**config.mk**
```make
export PLATFORM = sky130hd
export DESIGN_NAME = gii_ram
export DESIGN_NICKNAME = d
export VERILOG_FILES = /design/src/rtl/gii_ram.sv
export SDC_FILE = /design/constraint.sdc
export NUM_CORES = 1
export LEC_CHECK = 0
export BUFFER_PORTS_ARGS = -buffer_cell sky130_fd_sc_hd__buf_2
export CAP_MARGIN = 20
export CORE_ASPECT_RATIO = 2
export CORE_UTILIZATION = 55
export DETAILED_ROUTE_END_ITERATION = 12
export GPL_ROUTABILITY_DRIVEN = 0
export MAX_ROUTING_LAYER = met4
export PLACE_DENSITY = 0.73
export REMOVE_ABC_BUFFERS = 1
export SYNTH_ARGS = -nofsm -noshare
export SYNTH_HDL_FRONTEND = slang
export SYNTH_SLANG_ARGS = --single-unit
```
**constraint.sdc**
```tcl
create_clock -name clk -period 4.6 [get_ports clk]
set_input_delay 0.23 -clock clk [delete_from_list [all_inputs] [get_ports clk]]
set_output_delay 0.23 -clock clk [all_outputs]
set_load 0.02 [all_outputs]
```
**src/rtl/gii_ram.sv**
```systemverilog
// Generic single-port-write, single-port-read RAM with a registered read.
module gii_ram #(
	parameter int WIDTH = 8,
	parameter int DEPTH = 16
) (
	input  logic                     clk,
	input  logic                     wr_en,
	input  logic [$clog2(DEPTH)-1:0] wr_addr,
	input  logic [WIDTH-1:0]         wr_data,
	input  logic                     rd_en,
	input  logic [$clog2(DEPTH)-1:0] rd_addr,
	output logic [WIDTH-1:0]         rd_data
);

	logic [WIDTH-1:0] mem [DEPTH];

	always_ff @(posedge clk) begin
		if (wr_en) begin
			mem[wr_addr] <= wr_data;
		end
		if (rd_en) begin
			rd_data <= mem[rd_addr];
		end
	end

endmodule

```
==> flow_summary.json <==
{
  "hold_class": "input port to flip-flop",
  "ir_drop_uv": 321.7,
  "worstMarginPinSlew_ps": 1056,
  "overflow": 0,
  "p_sw_frac": 0.2033,
  "wl_per_cell_um": 24.95,
  "max_freq_mhz": 541.1,
  "yosysTopAreaCell": "edfxtp_1",
  "post-route-min-period_ps": 1848,
  "grt_pass1_wl_mm": 14.83,
  "dp_cells": 351,
  "clock_skew_ps": 5.000,
  "clk_pin_slew_ps": 60,
  "antenna_left": 0,
  "synth-seq-cells": 136,
  "fin_crit_sh": 0.4018,
  "yosysTopAreaCellShare": 0.7812,
  "grt_usage": 0.2279,
  "maxSlewHeadroom": 0.2960,
  "power_density_nw_per_um2": 468.5,
  "postCtsResizedCells": 0,
  "report.final.slew_viol_count": 0,
  "final_nets": 285,
  "hold_viol_final": 0,
  "io_pins": 27,
  "preCtsSetupSlack_ps": 2287,
  "die_area_um2": 9922,
  "maxCapViolations": 0,
  "syn_area_um2": 5228,
  "cp_max_fo": 32,
  "drt_first_iter_violations": 288,
  "synthCells": 229,
  "cts_root_buf": "clkbuf_16",
  "ys_types": 18,
  "worst_r2r_path_depth": 3,
  "synthTopCellsByArea": "edfxtp_1 (78%), mux4_2 (7.8%), mux4_1 (7.0%)",
  "yosysSeqAreaShare": 0.7812,
  "clk_path_buf_depth": 2,
  "dp_hpwl_mm": 6.218,
  "path_cells": "buf_2, mux4_1, a22oi_1, nand2_1",
  "timing.rr.start": "mem[1][3]",
  "setup_viol": 0,
  "core.rowCount": 50,
  "clock-sinks": 136,
  "end_kind": "flip-flop",
  "crit_type": "input port to flip-flop",
  "syn2layout_area_growth_pct": 14.60,
  "p_leak_nw": 1.990,
  "fillers": 596,
  "clk_latency_ps": 420,
  "grt_setup_unrepaired": "no",
  "regArea_um2": 4084,
  "core_area_um2": 9321,
  "crit_slowest_cell": "buf_2",
  "setup_ws_ps": 2752,
  "antenna_found_initial": 0,
  "critPathLaunchType": "input port",
  "drc": 0,
  "cts-htree-levels": 4,
  "drive_gt1_frac": 0.2760,
  "cts_tree": "built",
  "cts_setup_buffers": 0,
  "p_clk_frac": 0.455,
  "multiInputGateArea_um2": 1067,
  "die_w_um": 70.94,
  "hold_buffers": 0,
  "synth.avg_cell_area_um2": 22.83,
  "layoutNonFillerInstCount": 383,
  "required_ps": 4770,
  "die_h_um": 139.9,
  "hold_path_depth": 1,
  "grt_max_degree": 33,
  "vias": 2410,
  "arrival_ps": 2020,
  "grt_pass1_vias": 2569,
  "dr.pass1.iters": 7,
  "pwr-share-seq": 0.500,
  "cts_buffers": 17,
  "ys_warn_count": 0,
  "slowest_delay_ps": 780,
  "pwr-share-comb": 0.044,
  "switchingPower_mw": 0.5707,
  "drt-total-wl_mm": 9.557,
  "fin_tns_setup_ps": 0,
  "hp-start": "rd_en",
  "start_util": 0.5608,
  "critical_path.startpoint": "rd_addr[0]",
  "portBuffers": 26,
  "n_antenna_cell": 0,
  "fin_hold_ws_ps": 179.1,
  "vias_per_cell": 6.292,
  "p_int_mw": 2.236,
  "status": "complete, no violations"
}
## sequential cells by signal, summed over array words and instances, names as in the netlist
name,flops
rd_data,8
mem,128
## power by group through the flow
| stage | logic [mW] | registers, mW | clock network (mW) |
|---|---|---|---|
| floorplan | 0.0557 | 1.44 | 0 |
| global placement | 0.122 | 1.43 | 0 |
| detailed placement | 0.126 | 1.43 | 0 |
| CTS | 0.126 | 1.40 | 1.29 |
| global route | 0.135 | 1.41 | 1.35 |
| finish | 0.124 | 1.40 | 1.28 |
## path summary, 6_finish.rpt
path | to | slack (ps)
min | rd_data[1] | 180
max reg2reg | rd_data[3] | 3170
min reg2reg | rd_data[3] | 750
max | rd_data[1] | 2750
## routing by layer
| metal | GRT usage | up-vias | share of wire |
|---|---|---|---|
| met5 | - | - | 0 |
| met4 | 0.1263 | 0 | 0.024 |
| met3 | 0.05938 | 19 | 0.044 |
| met2 | 0.3785 | 101 | 0.57 |
| met1 | 0.2446 | 1229 | 0.37 |
| li1 | - | 1061 | - |
## layout by cell type (no fill, tap or decap)
master	count
a22oi_1	16
and2_1	1
and2b_1	1
buf_2	26
buf_4	2
bufinv_16	2
clkbuf_1	2
clkbuf_16	17
clkinv_1	2
clkinv_2	3
clkinv_4	3
clkinvlp_4	3
edfxtp_1	136
mux4_1	14
mux4_2	18
nand2_1	9
nand2b_1	2
nand3_1	1
nand3b_1	2
nor2_1	13
nor2b_1	1
nor3_1	2
nor3_2	2
or3b_2	1
## synth_stat cells
library cell     number
or3b_2                1
buf_4                 1
clkdlybuf4s25_2       3
edfxtp_1            136
nor2_1               13
mux4_2               18
nand3b_1              2
nand2_1               9
and2_1                1
buf_2                 3
buf_6                 3
nor3_1                4
nor2b_1               1
mux4_1               14
nand2b_1              2
and2b_1               1
nand3_1               1
a22oi_1              16
## stage by stage
stage / total power [mW] / util / area, um^2
final: 2.807 / 0.6427 / 5991
after global routing: 2.890 / 0.6427 / 5991
after CTS: 2.824 / 0.6427 / 5991
after detailed placement: 1.556 / 0.5821 / 5426
after global placement: 1.551 / 0.5821 / 5426
after floorplan: 1.491 / - / 5141
## critical path: cells and delay by family
kind | cells | cell delay, ps
mux | 1 | 660
compound gates | 1 | 240
buf+inv | 1 | 780
simple gates | 1 | 70
## logic make-up (layout without fill, tap and decap cells)
logic type,Yosys count,after routing,share of synthesized area
and+or+nand+nor,35,35,0.03136
DFF,136,136,0.7812
buffers and inverters,10,60,0.01651
muxes,32,32,0.1479
AOI/OAI and AO/OA,16,16,0.02298
## area by class of cell
| cell class | count | share of cell area |
|---|---|---|
| clock inverters | 13 | 0.02193 |
| well taps | 104 | 0.02172 |
| multi-input cells | 83 | 0.1782 |
| clock buffers | 19 | 0.07226 |
| flip-flops and latches | 136 | 0.6817 |
| repair buffers | 28 | 0.02423 |
(Power assumes the default switching activity.)
